<file path="src/key_matrix_scanner_event_queue_macros.svh">
// Assertion macros shared by the scanner RTL.
`ifndef KEY_MATRIX_SCANNER_EVENT_QUEUE_MACROS_SVH
`define KEY_MATRIX_SCANNER_EVENT_QUEUE_MACROS_SVH

`ifndef ASSERT_OFF
// The property holds at every clock edge outside reset.
`define KMSQ_ASSERT(lbl, prop, msg) \
  lbl: assert property (@(posedge clk) disable iff (!rst_n) (prop)) else $error(msg);
// The antecedent in one cycle implies the consequent in the next.
`define KMSQ_ASSERT_NEXT(lbl, ante, cons, msg) \
  lbl: assert property (@(posedge clk) disable iff (!rst_n) (ante) |=> (cons)) else $error(msg);
`else
`define KMSQ_ASSERT(lbl, prop, msg)
`define KMSQ_ASSERT_NEXT(lbl, ante, cons, msg)
`endif

`endif

</file>
<file path="src/kmsq_pkg.sv">
`timescale 1ns / 1ps
package kmsq_pkg;

  localparam int NUM_COLUMNS = 17;
  localparam int RING_DEPTH  = 8;

  localparam int NUM_ROWS   = 4;
  localparam int ROW_W      = 2;
  localparam int COL_W      = 5;
  localparam int CODE_W     = 8;
  localparam int KEY_IDX_W  = (NUM_COLUMNS > 1) ? $clog2(NUM_COLUMNS) : 1;
  localparam int RING_PTR_W = $clog2(RING_DEPTH);
  localparam int RING_CNT_W = $clog2(RING_DEPTH + 1);

  typedef enum logic [1:0] {
    ST_IDLE,
    ST_EXEC,
    ST_CMP,
    ST_DONE
  } state_t;

  typedef enum logic [1:0] {
    PH_RESET    = 2'd0,
    PH_CLK_LOW  = 2'd1,
    PH_CLK_HIGH = 2'd2
  } phase_t;

  typedef enum logic {
    OP_TICK = 1'b0,
    OP_POP  = 1'b1
  } op_t;

  typedef struct packed {
    logic              push;
    logic              pop;
    logic [CODE_W-1:0] push_code;
  } ring_ctrl_t;

  typedef struct packed {
    logic empty;
    logic full;
    logic last;
  } ring_stat_t;

endpackage

</file>
<file path="src/kmsq_key_store.sv">
`timescale 1ns / 1ps
module kmsq_key_store
  import kmsq_pkg::*;
(
  input  logic                 clk,
  input  logic                 rst_n,
  input  logic                 wr_en,
  input  logic [KEY_IDX_W-1:0] addr,
  input  logic [NUM_ROWS-1:0]  wr_data,
  output logic [NUM_ROWS-1:0]  rd_data
);

  logic [NUM_ROWS-1:0] levels_r [NUM_COLUMNS];

  // The column index never reaches NUM_COLUMNS, so the read stays in range.
  assign rd_data = levels_r[addr];

  always_ff @(posedge clk) begin
    if (!rst_n) begin
      for (int i = 0; i < NUM_COLUMNS; i++) begin
        levels_r[i] <= '0;
      end
    end else if (wr_en) begin
      levels_r[addr] <= wr_data;
    end
  end

endmodule

</file>
<file path="src/kmsq_event_ring.sv">
`timescale 1ns / 1ps
module kmsq_event_ring
  import kmsq_pkg::*;
(
  input  logic              clk,
  input  logic              rst_n,
  input  ring_ctrl_t        ctrl,
  output ring_stat_t        stat,
  output logic [CODE_W-1:0] rd_code
);

  logic [CODE_W-1:0]     slots_r [RING_DEPTH];
  logic [RING_PTR_W-1:0] head_r, head_nxt;
  logic [RING_PTR_W-1:0] tail_r, tail_nxt;
  logic [RING_CNT_W-1:0] count_r, count_nxt;
  logic                  do_push, do_pop;

  assign stat.empty = (count_r == '0);
  assign stat.full  = (count_r == RING_CNT_W'(RING_DEPTH));
  assign stat.last  = (count_r == RING_CNT_W'(1));
  assign rd_code    = slots_r[head_r];

  assign do_push = ctrl.push && !stat.full;
  assign do_pop  = ctrl.pop && !stat.empty;

  always_comb begin
    head_nxt  = head_r;
    tail_nxt  = tail_r;
    count_nxt = count_r;
    if (do_push) begin
      tail_nxt = (tail_r == RING_PTR_W'(RING_DEPTH - 1)) ? '0 : tail_r + RING_PTR_W'(1);
    end
    if (do_pop) begin
      head_nxt = (head_r == RING_PTR_W'(RING_DEPTH - 1)) ? '0 : head_r + RING_PTR_W'(1);
    end
    if (do_push && !do_pop) begin
      count_nxt = count_r + RING_CNT_W'(1);
    end else if (do_pop && !do_push) begin
      count_nxt = count_r - RING_CNT_W'(1);
    end
  end

  always_ff @(posedge clk) begin
    if (!rst_n) begin
      head_r  <= '0;
      tail_r  <= '0;
      count_r <= '0;
    end else begin
      head_r  <= head_nxt;
      tail_r  <= tail_nxt;
      count_r <= count_nxt;
    end
  end

  always_ff @(posedge clk) begin
    if (do_push) begin
      slots_r[tail_r] <= ctrl.push_code;
    end
  end

endmodule

</file>
<file path="src/key_matrix_scanner_event_queue.sv">
`timescale 1ns / 1ps
`include "key_matrix_scanner_event_queue_macros.svh"
// Key matrix scanner with an event queue. Each transaction is either a scan
// tick or a pop. For a pop and for a tick in the reset or clock-high phase,
// the result passes through the EXEC and DONE states and is then loaded
// into the output register. For a tick in the clock-low phase it passes
// through EXEC, CMP and DONE, since one comparator walks the four row bits
// one per cycle in CMP and pushes at most one event per cycle into the ring.
// The input is stalled from acceptance until the result is loaded, so no
// new transaction is accepted before the last result is loaded. A result
// that still waits downstream holds the block only when the next result is
// ready to load. The key store is cleared directly by reset, so no clearing
// pass follows reset.
module key_matrix_scanner_event_queue
  import kmsq_pkg::*;
(
  input  logic              clk,
  input  logic              rst_n,
  input  logic              in_valid,
  output logic              in_stall,
  input  logic              in_operation,
  input  logic [3:0]        in_row_sense,
  output logic              out_valid,
  input  logic              out_stall,
  output logic              out_reset_line,
  output logic              out_clock_line,
  output logic              out_event_valid,
  output logic [CODE_W-1:0] out_event_code,
  output logic              out_pending
);

  state_t              state_r, state_nxt;
  op_t                 op_r, op_nxt;
  phase_t              phase_r, phase_nxt;
  logic [NUM_ROWS-1:0] rows_r, rows_nxt;
  logic [NUM_ROWS-1:0] old_r, old_nxt;
  logic [ROW_W-1:0]    row_idx_r, row_idx_nxt;
  logic [COL_W-1:0]    column_r, column_nxt;
  logic                reset_level_r, reset_level_nxt;
  logic                clock_level_r, clock_level_nxt;
  logic                pending_r, pending_nxt;
  logic                ev_valid_r, ev_valid_nxt;
  logic [CODE_W-1:0]   ev_code_r, ev_code_nxt;

  logic                out_valid_r, out_valid_nxt;
  logic                out_reset_line_r, out_reset_line_nxt;
  logic                out_clock_line_r, out_clock_line_nxt;
  logic                out_event_valid_r, out_event_valid_nxt;
  logic [CODE_W-1:0]   out_event_code_r, out_event_code_nxt;
  logic                out_pending_r, out_pending_nxt;

  logic                out_load;
  logic                key_wr;
  logic [NUM_ROWS-1:0] key_rd;
  logic                row_changed;
  ring_ctrl_t          ring_ctrl;
  ring_stat_t          ring_stat;
  logic [CODE_W-1:0]   ring_rd_code;

  kmsq_key_store u_key_store (
    .clk     (clk),
    .rst_n   (rst_n),
    .wr_en   (key_wr),
    .addr    (column_r[KEY_IDX_W-1:0]),
    .wr_data (rows_r),
    .rd_data (key_rd)
  );

  kmsq_event_ring u_event_ring (
    .clk     (clk),
    .rst_n   (rst_n),
    .ctrl    (ring_ctrl),
    .stat    (ring_stat),
    .rd_code (ring_rd_code)
  );

  assign in_stall    = (state_r != ST_IDLE);
  assign out_load    = (state_r == ST_DONE) && (!out_valid_r || !out_stall);
  assign row_changed = (old_r[row_idx_r] != rows_r[row_idx_r]);

  assign out_valid       = out_valid_r;
  assign out_reset_line  = out_reset_line_r;
  assign out_clock_line  = out_clock_line_r;
  assign out_event_valid = out_event_valid_r;
  assign out_event_code  = out_event_code_r;
  assign out_pending     = out_pending_r;

  always_comb begin
    state_nxt = state_r;
    case (state_r)
      ST_IDLE: begin
        if (in_valid) state_nxt = ST_EXEC;
      end
      ST_EXEC: begin
        if (op_r == OP_TICK && phase_r == PH_CLK_LOW) state_nxt = ST_CMP;
        else state_nxt = ST_DONE;
      end
      ST_CMP: begin
        if (row_idx_r == ROW_W'(NUM_ROWS - 1)) state_nxt = ST_DONE;
      end
      ST_DONE: begin
        if (out_load) state_nxt = ST_IDLE;
      end
      default: state_nxt = ST_IDLE;
    endcase
  end

  always_comb begin
    op_nxt          = op_r;
    phase_nxt       = phase_r;
    rows_nxt        = rows_r;
    old_nxt         = old_r;
    row_idx_nxt     = row_idx_r;
    column_nxt      = column_r;
    reset_level_nxt = reset_level_r;
    clock_level_nxt = clock_level_r;
    pending_nxt     = pending_r;
    ev_valid_nxt    = ev_valid_r;
    ev_code_nxt     = ev_code_r;
    key_wr          = 1'b0;
    ring_ctrl       = '0;

    out_valid_nxt       = out_valid_r && out_stall;
    out_reset_line_nxt  = out_reset_line_r;
    out_clock_line_nxt  = out_clock_line_r;
    out_event_valid_nxt = out_event_valid_r;
    out_event_code_nxt  = out_event_code_r;
    out_pending_nxt     = out_pending_r;

    case (state_r)
      ST_IDLE: begin
        if (in_valid) begin
          op_nxt       = op_t'(in_operation);
          rows_nxt     = in_row_sense;
          ev_valid_nxt = 1'b0;
          ev_code_nxt  = '0;
        end
      end
      ST_EXEC: begin
        if (op_r == OP_POP) begin
          if (ring_stat.empty) begin
            pending_nxt = 1'b0;
          end else begin
            ring_ctrl.pop = 1'b1;
            ev_valid_nxt  = 1'b1;
            ev_code_nxt   = ring_rd_code;
            if (ring_stat.last) pending_nxt = 1'b0;
          end
        end else begin
          case (phase_r)
            PH_CLK_LOW: begin
              key_wr          = 1'b1;
              old_nxt         = key_rd;
              row_idx_nxt     = '0;
              clock_level_nxt = 1'b1;
              phase_nxt       = PH_CLK_HIGH;
            end
            PH_CLK_HIGH: begin
              if (column_r == COL_W'(NUM_COLUMNS - 1)) column_nxt = '0;
              else column_nxt = column_r + COL_W'(1);
              clock_level_nxt = 1'b0;
              phase_nxt       = PH_CLK_LOW;
            end
            default: begin
              clock_level_nxt = 1'b0;
              reset_level_nxt = 1'b1;
              phase_nxt       = PH_CLK_LOW;
            end
          endcase
        end
      end
      ST_CMP: begin
        // A change raises the flag even when the ring is full and drops it.
        if (row_changed) begin
          pending_nxt         = 1'b1;
          ring_ctrl.push      = 1'b1;
          ring_ctrl.push_code = {old_r[row_idx_r], column_r, row_idx_r};
        end
        row_idx_nxt = row_idx_r + ROW_W'(1);
      end
      ST_DONE: begin
        if (out_load) begin
          out_valid_nxt       = 1'b1;
          out_reset_line_nxt  = reset_level_r;
          out_clock_line_nxt  = clock_level_r;
          out_event_valid_nxt = ev_valid_r;
          out_event_code_nxt  = ev_code_r;
          out_pending_nxt     = pending_r;
        end
      end
      default: begin
      end
    endcase
  end

  always_ff @(posedge clk) begin
    if (!rst_n) begin
      state_r       <= ST_IDLE;
      phase_r       <= PH_RESET;
      column_r      <= '0;
      reset_level_r <= 1'b0;
      clock_level_r <= 1'b0;
      pending_r     <= 1'b0;
      out_valid_r   <= 1'b0;
    end else begin
      state_r       <= state_nxt;
      phase_r       <= phase_nxt;
      column_r      <= column_nxt;
      reset_level_r <= reset_level_nxt;
      clock_level_r <= clock_level_nxt;
      pending_r     <= pending_nxt;
      out_valid_r   <= out_valid_nxt;
    end
  end

  always_ff @(posedge clk) begin
    op_r              <= op_nxt;
    rows_r            <= rows_nxt;
    old_r             <= old_nxt;
    row_idx_r         <= row_idx_nxt;
    ev_valid_r        <= ev_valid_nxt;
    ev_code_r         <= ev_code_nxt;
    out_reset_line_r  <= out_reset_line_nxt;
    out_clock_line_r  <= out_clock_line_nxt;
    out_event_valid_r <= out_event_valid_nxt;
    out_event_code_r  <= out_event_code_nxt;
    out_pending_r     <= out_pending_nxt;
  end

  // Every queued event has raised the flag, and the flag drops only on drain.
  `KMSQ_ASSERT(a_pending_covers_ring, !pending_r |-> ring_stat.empty, "queued without pending")
  // The counter clock is high exactly in the clock-high phase.
  `KMSQ_ASSERT(a_clock_matches_phase, clock_level_r == (phase_r == PH_CLK_HIGH), "clock vs phase")
  // An accepted transaction always starts execution in the next cycle.
  `KMSQ_ASSERT_NEXT(a_accept_starts_exec, in_valid && !in_stall, state_r == ST_EXEC, "no exec")

endmodule
</file>
<file path="config.mk">
export PLATFORM = sky130hd
export DESIGN_NAME = key_matrix_scanner_event_queue
export DESIGN_NICKNAME = d
export VERILOG_FILES = /design/src/kmsq_pkg.sv /design/src/kmsq_key_store.sv /design/src/kmsq_event_ring.sv /design/src/key_matrix_scanner_event_queue.sv
export VERILOG_INCLUDE_DIRS = /design/src /design/src/src
export SDC_FILE = /design/constraint.sdc
export NUM_CORES = 1
export LEC_CHECK = 0
export BUFFER_PORTS_ARGS = -buffer_cell sky130_fd_sc_hd__clkbuf_2
export CORE_ASPECT_RATIO = 2
export CORE_UTILIZATION = 40
export DETAILED_ROUTE_END_ITERATION = 7
export PLACE_DENSITY_LB_ADDON = 0.1
export RECOVER_POWER = 25
export SLEW_MARGIN = 20
export SYNTH_ARGS = -nofsm -noshare
export SYNTH_HDL_FRONTEND = slang
export SYNTH_SLANG_ARGS = --single-unit
</file>
<file path="constraint.sdc">
create_clock -name clk -period 3.35 [get_ports clk]
set_input_delay 0.1675 -clock clk [delete_from_list [all_inputs] [get_ports clk]]
set_output_delay 0.1675 -clock clk [all_outputs]
set_load 0.02 [all_outputs]
</file>
==> metrics.csv, run 1 <==
metric;value;unit
# nets final;792;
max-slew headroom at the worst pin;-0.151;
Die Ht;234;um
number of fillers in the final layout;2376;
placed inst area;11300;um^2
power density normalized to cell area;610;nW/um^2
top flip-flop cell by instance count after synthesis;edfxtp_1;
gr usage total;0.188;
post-layout worst setup margin;0.479;ns
placer's final routability congestion estimate;0.798;
Leakage;4.08;nW
number of setup violations in the final report;0;
post-CTS clock slew at the launch and capture registers of the worst setup and hold paths;0.07;ns
list of cells traversed by the critical path;mux4_2 -> ha_1 -> and2b_1 -> nand2_1 -> inv_1 -> ha_1 -> or4_1 -> a21oi_1 -> xor2_1 -> and2_1;
per-cell routed wire length;22.0;um
number of iterations in the first detailed-routing pass;4;
Synth async-reset ratio;0;
required time of the critical path;3.76;ns
failing checks;capacitance limit, slew limit;
fin area;12100;um^2
Unique masters post-synth;53;
violation count after the first detailed-route iteration;345;
Pins Over Slew Limit;132;
synthesized netlist net count;749;
Num CTS Buffers;22;
simple logic cell fraction of the synthesized area;0.127;
HPWL after detailed placement;17800;um
CP startpoint kind;flip-flop;
Max stage delay on crit path;0.53;ns
total number of H-tree levels;1;
via/cell ratio;5.26;
count of input and output buffers;22;
status;complete, but fails checks;
number of enable-type register cells in the synthesized netlist;224;
number of sinks driven by the clock tree;249;
maximum net fanout on the critical path;5;
vias;5903;
Die Wd;118;um
crit end category;flip-flop;
Initial Utilization;0.409;
time the final worst path needs with I/O delays and setup;2.87;ns
cell class contributing the biggest share of worst-path delay;simple AND/OR/NAND/NOR gates;
multiplexer area fraction after synthesis;0.107;
Worst Setup Slack post-DPL;0.465;ns
buffer type at the clock tree root;clkbuf_16;
unrepaired setup endpoints after global routing;false;
sequential area share after synthesis;0.671;
number of antenna violations at the first check in global routing;0;
Post-Route Setup TNS;0;ns
CTS tree;done;
maximum number of pins on one net before global-route repair;36;
final-report hold violation count;0;
most common library cell in the layout ignoring fill and taps;edfxtp_1;
post-synthesis xor/xnor area fraction;0.00569;
CTS resizes;0;
commonest cells after routing, fill and taps aside;edfxtp_1, mux2i_1, and2_1, nor2_1, o22ai_1;
placeable core region;26400;um^2
Layout Area Growth over Synthesis;12.6;%
Max Buffers Root-to-Sink;3;
Warnings, synthesis;0;
fraction of post-synthesis cell area in the top cell type by area;0.624;
proportion of layout cells with a drive suffix above 1;0.132;
worst path arrival time;3.29;ns
post-CTS setup buffers;0;
most prevalent standard cell on the critical path;ha_1;
die area;27600;um^2
diodes inserted;0;
worst hold-check path type;input port to flip-flop;
combinational family with the most area after synthesis;simple AND/OR/NAND/NOR gates;
cells taking the most area after synthesis;edfxtp_1, mux2i_1, dfxtp_1;
sum of overflow across all layers after global routing;0;
post-synthesis instance area;10800;um^2
Least-Margin Pin Slew;1.73;ns
I/O pins;23;
Mapped Cells;719;
final setup skew;0.0132;ns
biggest area consumer among synthesized cells;edfxtp_1;
number of storage elements in the synthesis netlist;249;
CP Buf/Inv Count;1;
worst supply voltage drop on vdd;0.433;mV
Max Fclk;348;MHz
source-to-sink clock delay at the later pin of the worst-skew pair;0.52;ns
reported max-cap violation count;4;
Avg Cell Area, Syn;15.0;um^2
number of nets with antenna violations after routing;0;
Pwr Total;7.41;mW
standard cell with the maximum stage delay on the critical path;mux4_2;
number of global-route vias before repair;6393;
share of the synthesized area in compound gates (AO/OA/AOI/OAI);0.0413;
WL final;24700;um
wire length of the first global-routing pass;37900;um
classification of the worst setup path;flip-flop to flip-flop;
adder-cell share of the synthesized area;0.0244;
remaining design rule violation count;0;
row cnt;84;
final period utilization;0.857;
## power by group
group	leakage, nW	internal [mW]	total [mW]	switching (mW)
clock	0.377	1.58	2.69	1.11
sequential	2.34	3.69	3.82	0.137
combinational	1.36	0.348	0.899	0.551
## layout make-up
cell class | instances | area, um^2 | area share
clock buffer | 27 | 632 | 0.0520
timing repair buffer | 56 | 358 | 0.0295
inverter | 13 | 48.8 | 0.00402
tap | 344 | 430 | 0.0355
clock inverter | 13 | 145 | 0.0120
sequential | 249 | 7230 | 0.596
multi-input combinational | 420 | 3300 | 0.271
## stage by stage
step                       util  hold slack, ns  std cells
final                     0.460           0.198       1122
after global routing      0.460           0.204       1122
after CTS                 0.461           0.118       1122
after detailed placement  0.430           0.349       1076
after global placement    0.430           0.346       1076
after floorplan               -           0.266        719
## sequential cells by signal, indices dropped and copies added, names as in the netlist, named ones only
| signal | count |
|---|---|
| u_key_store.levels_r | 128 |
| u_event_ring.slots_r | 64 |
| ev_code_r | 8 |
| out_event_code | 8 |
| column_r | 5 |
| old_r | 4 |
| rows_r | 4 |
| u_event_ring.count_r | 4 |
| u_event_ring.head_r | 3 |
| u_event_ring.tail_r | 3 |
| phase_r | 2 |
| row_idx_r | 2 |
| state_r | 2 |
| ev_valid_r | 1 |
| op_r | 1 |
| out_clock_line | 1 |
| out_event_valid | 1 |
| out_pending | 1 |
| out_reset_line | 1 |
| out_valid | 1 |
| pending_r | 1 |
| reset_level_r | 1 |
## cells in the mapped netlist, types with 4 or more instances
cell type	n
a21boi_0	7
a21oi_1	6
and2_1	68
and3_1	20
buf_2	12
buf_6	6
clkbuf_1	13
dfxtp_1	25
edfxtp_1	224
ha_1	21
inv_1	13
mux2i_1	75
mux4_2	18
nand2_1	25
nand2_2	4
nand3b_1	6
nand4_1	4
nand4bb_1	5
nor2_1	42
nor2b_1	16
nor3_1	5
nor4_1	9
o21ai_0	15
o22ai_1	32
xor2_1	5
## routing by layer
metal	up-vias	GRT usage	routed length, um
met5	-	0	0
met4	0	0.106	1210
met3	46	0.0204	636
met2	93	0.388	14700
met1	2962	0.172	8170
li1	2802	-	-
## repair_timing
action | in CTS | in global routing
hold buffers | 6 | 0
hold endpoints to repair | 6 | 0
setup endpoints to repair | 0 | 0
## path summary, 6_finish.rpt
kind                              startpoint                 endpoint  slack, ns  cells past startpoint
worst max-delay path            row_idx_r[0]  u_event_ring.count_r[3]       0.48                     10
worst min-delay path                in_valid                rows_r[2]       0.20                      2
worst max register to register  row_idx_r[0]  u_event_ring.count_r[3]       0.48                     10
worst min register to register  ev_code_r[2]        out_event_code[2]       0.42                      0
## cells by family after synthesis
family                     after synthesis
adders and majority gates               21
xor gates and xnor gates                 7
and+or+nand+nor                        230
muxes                                   93
DFF                                    249
buffers and inverters                   50
AOI/OAI and AO/OA                       69
Power figures use the tool's default switching activity.
==> inputs of run 2 (changes only) <==
- CAP_MARGIN: unset -> 20
- CORE_MARGIN: unset -> 2
==> run 2 against run 1 <==
The flow still finishes with violations (capacitance limit, slew limit). Sequential power about the same. Wire length down 7.1%. Design area about the same. Utilization down 0.53 points. Setup slack better by 0.027 ns. Clock skew down 0.0048 ns. Global-route usage down 2.1 points. Final cell count up 0.71%. Power down 0.26%.
==> metrics.csv, run 2 (synthesis results as in run 1) <==
metric;value;unit
final setup skew;0.00836;ns
worst-case reg-to-reg path depth;10;
Least-Margin Pin Slew;1.71;ns
cell-internal power;5.56;mW
number of iterations in the first detailed-routing pass;4;
area taken by flip-flops and latches;7230;um^2
via/cell ratio;5.23;
buffer type at the clock tree root;clkbuf_16;
worst r2r src;row_idx_r[0];
Pwr Total;7.39;mW
failing checks;capacitance limit, slew limit;
Pins Over Slew Limit;132;
final-report hold violation count;0;
CTS resizes;0;
time the final worst path needs with I/O delays and setup;2.84;ns
per-cell routed wire length;20.3;um
combinational fraction of design power;0.121;
most common library cell in the layout ignoring fill and taps;edfxtp_1;
Max Fclk;352;MHz
proportion of layout cells with a drive suffix above 1;0.129;
power density normalized to cell area;609;nW/um^2
wire length of the first global-routing pass;35900;um
Top Registers;u_key_store.levels_r (128), u_event_ring.slots_r (64);
top register by number of flip-flops;u_key_store.levels_r;
placer's final routability congestion estimate;0.762;
gr usage total;0.166;
maximum number of pins on one net before global-route repair;36;
required time of the critical path;3.77;ns
vias;5914;
CP startpoint kind;flip-flop;
Initial Utilization;0.404;
Num CTS Buffers;24;
die area;28400;um^2
count of input and output buffers;22;
placeable core region;26700;um^2
# nets final;794;
switch share;0.248;
Die Wd;120;um
Die Ht;236;um
number of antenna violations at the first check in global routing;0;
worst path arrival time;3.27;ns
sum of overflow across all layers after global routing;0;
HPWL after detailed placement;15000;um
row cnt;85;
hold_buf cts;6;
Register-to-Register Setup Slack;0.51;ns
number of nets with antenna violations after routing;0;
source-to-sink clock delay at the later pin of the worst-skew pair;0.52;ns
classification of the worst setup path;flip-flop to flip-flop;
Leakage;4.07;nW
endpoint of the most critical setup path;u_event_ring.count_r[3];
status;complete, but fails checks;
maximum net fanout on the critical path;5;
I/O pins;23;
number of global-route vias before repair;6156;
capture instance of the worst register-to-register path;u_event_ring.count_r[3];
max-slew headroom at the worst pin;-0.141;
number of fillers in the final layout;2377;
fraction of power consumed by the clock network;0.363;
CTS tree;done;
remaining design rule violation count;0;
total number of H-tree levels;1;
multi-input gate area in the final layout;3300;um^2
power spent charging and discharging nets;1.83;mW
proportion of power drawn by flip-flops and latches;0.516;
Max Buffers Root-to-Sink;3;
Post-Route Setup TNS;0;ns
unrepaired setup endpoints after global routing;false;
violation count after the first detailed-route iteration;451;
reported max-cap violation count;4;
crit end category;flip-flop;
WL final;23000;um
final period utilization;0.849;
crit path launch;row_idx_r[0];
Worst Hold Depth;3;
max FFs per register;128;
Layout Area Growth over Synthesis;12.7;%
number of sinks driven by the clock tree;249;
worst hold-check path type;input port to flip-flop;
post-CTS setup buffers;0;
diodes inserted;0;
worst supply voltage drop on vdd;0.424;mV
number of setup violations in the final report;0;
post-CTS clock slew at the launch and capture registers of the worst setup and hold paths;0.06;ns
commonest cells after routing, fill and taps aside;edfxtp_1, mux2i_1, and2_1, nor2_1, o22ai_1;
run 2: cell count changes in the layout (fill, tap and decap cells not counted), moves of 2 or more:
cell / previous run / this run
clkinvlp_4: 3 / 1
clkinv_2: 5 / 10
clkbuf_8: 2 / 0
clkbuf_2: 9 / 5
clkbuf_1: 19 / 25
run 2: per-layer routing:
metal	up-vias	wire length (um)	track usage
li1	2813	-	-
met1	2930	10000	0.227
met2	121	11200	0.272
met3	50	992	0.0215
met4	0	755	0.0602
met5	-	0	0
run 2: worst min-delay path by stage:
stage                            start    endpoint  slack (ns)
after floorplan           in_operation        op_r        0.27
after CTS                     in_valid        op_r        0.15
after global placement    in_operation        op_r        0.35
final                            rst_n  phase_r[1]        0.20
after detailed placement  in_operation        op_r        0.35
after global routing             rst_n  phase_r[1]        0.22
run 2: power by group through the flow:
stage | Clock [mW] | Sequential [mW] | Combinational [mW]
3_5_place_dp | 0 | 3.88 | 0.924
3_3_place_gp | 0 | 3.87 | 0.917
5_1_grt | 2.86 | 3.84 | 1.02
4_1_cts | 2.75 | 3.81 | 0.935
2_1_floorplan | 0 | 3.89 | 0.567
6_report | 2.68 | 3.81 | 0.895
run 2: stage by stage:
step | hold slack, ns | cell area [um^2] | std cells | setup WS, ns | util
global placement | 0.350 | 11300 | 1080 | 0.494 | 0.425
floorplan | 0.266 | 10800 | 719 | 0.351 | -
finish | 0.201 | 12100 | 1130 | 0.507 | 0.455
CTS | 0.152 | 12200 | 1130 | 0.479 | 0.457
detailed placement | 0.349 | 11300 | 1080 | 0.496 | 0.425
global route | 0.220 | 12100 | 1130 | 0.343 | 0.455
run 2: layout make-up:
type,instances,area share
Clock buffer,27,0.0521
Multi-Input combinational cell,420,0.271
Timing Repair Buffer,56,0.0287
Sequential cell,249,0.595
Clock inverter,17,0.0124
Inverter,13,0.00402
Tap cell,348,0.0359
run 2: worst max-delay path, cell delays in order (launching register included):
cell and delay, ns:
edfxtp_1 0.45, mux4_2 0.53, ha_1 0.32, and2b_1 0.20, nand2_1 0.09, inv_1 0.10
ha_1 0.24, or4_1 0.41, a21oi_1 0.18, xor2_1 0.08, and2_1 0.15
==> inputs of run 3 (changes only) <==
- clock period: 3.35 -> 2.9 ns (I/O delays scaled with it)
==> run 3 against run 2 <==
The run still ends with capacitance limit, slew limit left. Global-route usage up 0.12 points. Worst hold slack better by 0.0044 ns. Clock power up 26%. Utilization up 0.49 points. Clock skew up 0.0050 ns. First-iteration DRC count down 20%. Wire length up 0.36%. Combinational power up 22%. Via count up 0.69%. Fmax up 4.1%. Non-clock buffer count up 6.
==> metrics.csv, run 3 (synthesis results as in run 1) <==
metric;value;unit
status;complete, but fails checks;
failing checks;capacitance limit, slew limit;
number of nets with antenna violations after routing;0;
Max Buffers Root-to-Sink;3;
Register-to-Register Setup Slack;0.17;ns
Detail Route met2 WL;11000;um
violation count after the first detailed-route iteration;362;
count of input and output buffers;22;
maximum number of pins on one net before global-route repair;36;
hold_sp;in_valid;
list of cells traversed by the critical path;mux4_2 -> ha_4 -> and2b_2 -> nand2_2 -> inv_1 -> ha_1 -> or4_4 -> a21oi_2 -> xor2_1 -> and2_1;
maximum net fanout on the critical path;5;
Pins Over Slew Limit;99;
gr usage total;0.167;
CP Buf/Inv Count;1;
placeable core region;26700;um^2
reported max-cap violation count;3;
top register by number of flip-flops;u_key_store.levels_r;
placer's final routability congestion estimate;0.759;
post-CTS clock slew at the launch and capture registers of the worst setup and hold paths;0.07;ns
number of antenna violations at the first check in global routing;0;
post-CTS setup buffers;0;
time the final worst path needs with I/O delays and setup;2.73;ns
area taken by flip-flops and latches;7230;um^2
most common library cell in the layout ignoring fill and taps;edfxtp_1;
crit end category;flip-flop;
# nets final;799;
WL final;23000;um
per-cell routed wire length;20.3;um
number of iterations in the first detailed-routing pass;4;
Die Ht;236;um
Die Wd;120;um
final-report hold violation count;0;
post-layout worst setup margin;0.167;ns
worst path arrival time;3.14;ns
Num CTS Buffers;23;
Least-Margin Pin Slew;1.72;ns
cell class contributing the biggest share of worst-path delay;simple AND/OR/NAND/NOR gates;
Met3 Wirelength;736;um
Top Registers;u_key_store.levels_r (128), u_event_ring.slots_r (64);
Worst Hold Depth;2;
max-slew headroom at the worst pin;-0.145;
I/O pins;23;
Initial Utilization;0.404;
standard cell with the maximum stage delay on the critical path;mux4_2;
Top Metal Used;met4;
remaining design rule violation count;0;
required time of the critical path;3.31;ns
classification of the worst setup path;flip-flop to flip-flop;
source-to-sink clock delay at the later pin of the worst-skew pair;0.52;ns
die area;28400;um^2
Worst Setup Slack post-DPL;0.118;ns
Post-Route Setup TNS;0;ns
multi-input gate area in the final layout;3330;um^2
WHS Endpoint;rows_r[1];
CP startpoint kind;flip-flop;
commonest cells after routing, fill and taps aside;edfxtp_1, mux2i_1, and2_1, nor2_1, o22ai_1;
Max stage delay on crit path;0.56;ns
via/cell ratio;5.26;
CTS tree;done;
power density normalized to cell area;723;nW/um^2
total number of H-tree levels;1;
buffer type at the clock tree root;clkbuf_16;
number of sinks driven by the clock tree;249;
unrepaired setup endpoints after global routing;false;
final period utilization;0.942;
worst r2r src;row_idx_r[0];
Leakage;4.13;nW
max FFs per register;128;
Layout Area Growth over Synthesis;13.9;%
proportion of layout cells with a drive suffix above 1;0.140;
capture instance of the worst register-to-register path;u_event_ring.count_r[3];
length of routed wiring on met1;10600;um
vias;5955;
HPWL after detailed placement;15200;um
diodes inserted;0;
worst supply voltage drop on vdd;0.487;mV
Max Fclk;366;MHz
worst hold-check path type;input port to flip-flop;
number of setup violations in the final report;0;
final setup skew;0.0133;ns
number of fillers in the final layout;2344;
sum of overflow across all layers after global routing;0;
row cnt;85;
wire length of the first global-routing pass;36400;um
number of global-route vias before repair;6149;
worst-case reg-to-reg path depth;10;
[run 3: per-stage QoR]
step / power, mW / instance area (um^2) / hold slack (ns) / instances / utilization
2_1_floorplan: 5.15 / 10800 / 0.244 / 719 / -
6_report: 8.88 / 12300 / 0.205 / 1133 / 0.460
4_1_cts: 8.97 / 12300 / 0.130 / 1133 / 0.461
3_3_place_gp: 5.55 / 11400 / 0.328 / 1086 / 0.427
3_5_place_dp: 5.56 / 11400 / 0.326 / 1086 / 0.427
5_1_grt: 9.27 / 12300 / 0.216 / 1133 / 0.460
[run 3: cell type report]
type | instances | share of cell area
sequential | 249 | 0.589
clock inverter | 17 | 0.0213
timing repair buffer | 62 | 0.0320
inverter | 13 | 0.00398
multi-input combinational | 420 | 0.271
clock buffer | 24 | 0.0472
tap | 348 | 0.0355
[run 3: per-layer routing]
layer,vias up,global-route usage
met5,-,0
met2,119,0.269
li1,2822,-
met3,35,0.0181
met1,2979,0.236
met4,0,0.0578
[run 3: repair_timing]
item,4_1_cts,5_1_grt
hold buffers,6,0
endpoints found under the hold margin,6,0
resized for setup,0,5
setup endpoints to repair,0,1
[run 3: report_power, final]
group / internal (mW) / switching (mW) / total, mW / leakage (nW)
combinational: 0.430 / 0.661 / 1.09 / 1.38
sequential: 4.26 / 0.142 / 4.40 / 2.34
clock: 2.08 / 1.31 / 3.39 / 0.410
total: 6.77 / 2.11 / 8.88 / 4.13
[run 3: worst register-to-register path: cells and delay by family (launching register included)]
family	cells	cell delay, ns
and+or+nand+nor	4	0.89
muxes	1	0.56
adders and majority gates	2	0.49
DFF	1	0.43
AOI/OAI and AO/OA	1	0.15
xor gates and xnor gates	1	0.07
buffers and inverters	1	0.05
[run 3: worst max path at each step]
stage / startpoint / endpoint / slack [ns] / cells after the start
2_1_floorplan: rows_r[3] / u_event_ring.count_r[3] / 0.02 / 11
6_report: row_idx_r[0] / u_event_ring.count_r[3] / 0.17 / 10
3_3_place_gp: row_idx_r[0] / u_event_ring.count_r[3] / 0.14 / 10
3_5_place_dp: row_idx_r[0] / u_event_ring.count_r[3] / 0.12 / 10
5_1_grt: row_idx_r[0] / u_event_ring.count_r[3] / 0.03 / 10
4_1_cts: row_idx_r[0] / u_event_ring.count_r[3] / 0.10 / 10
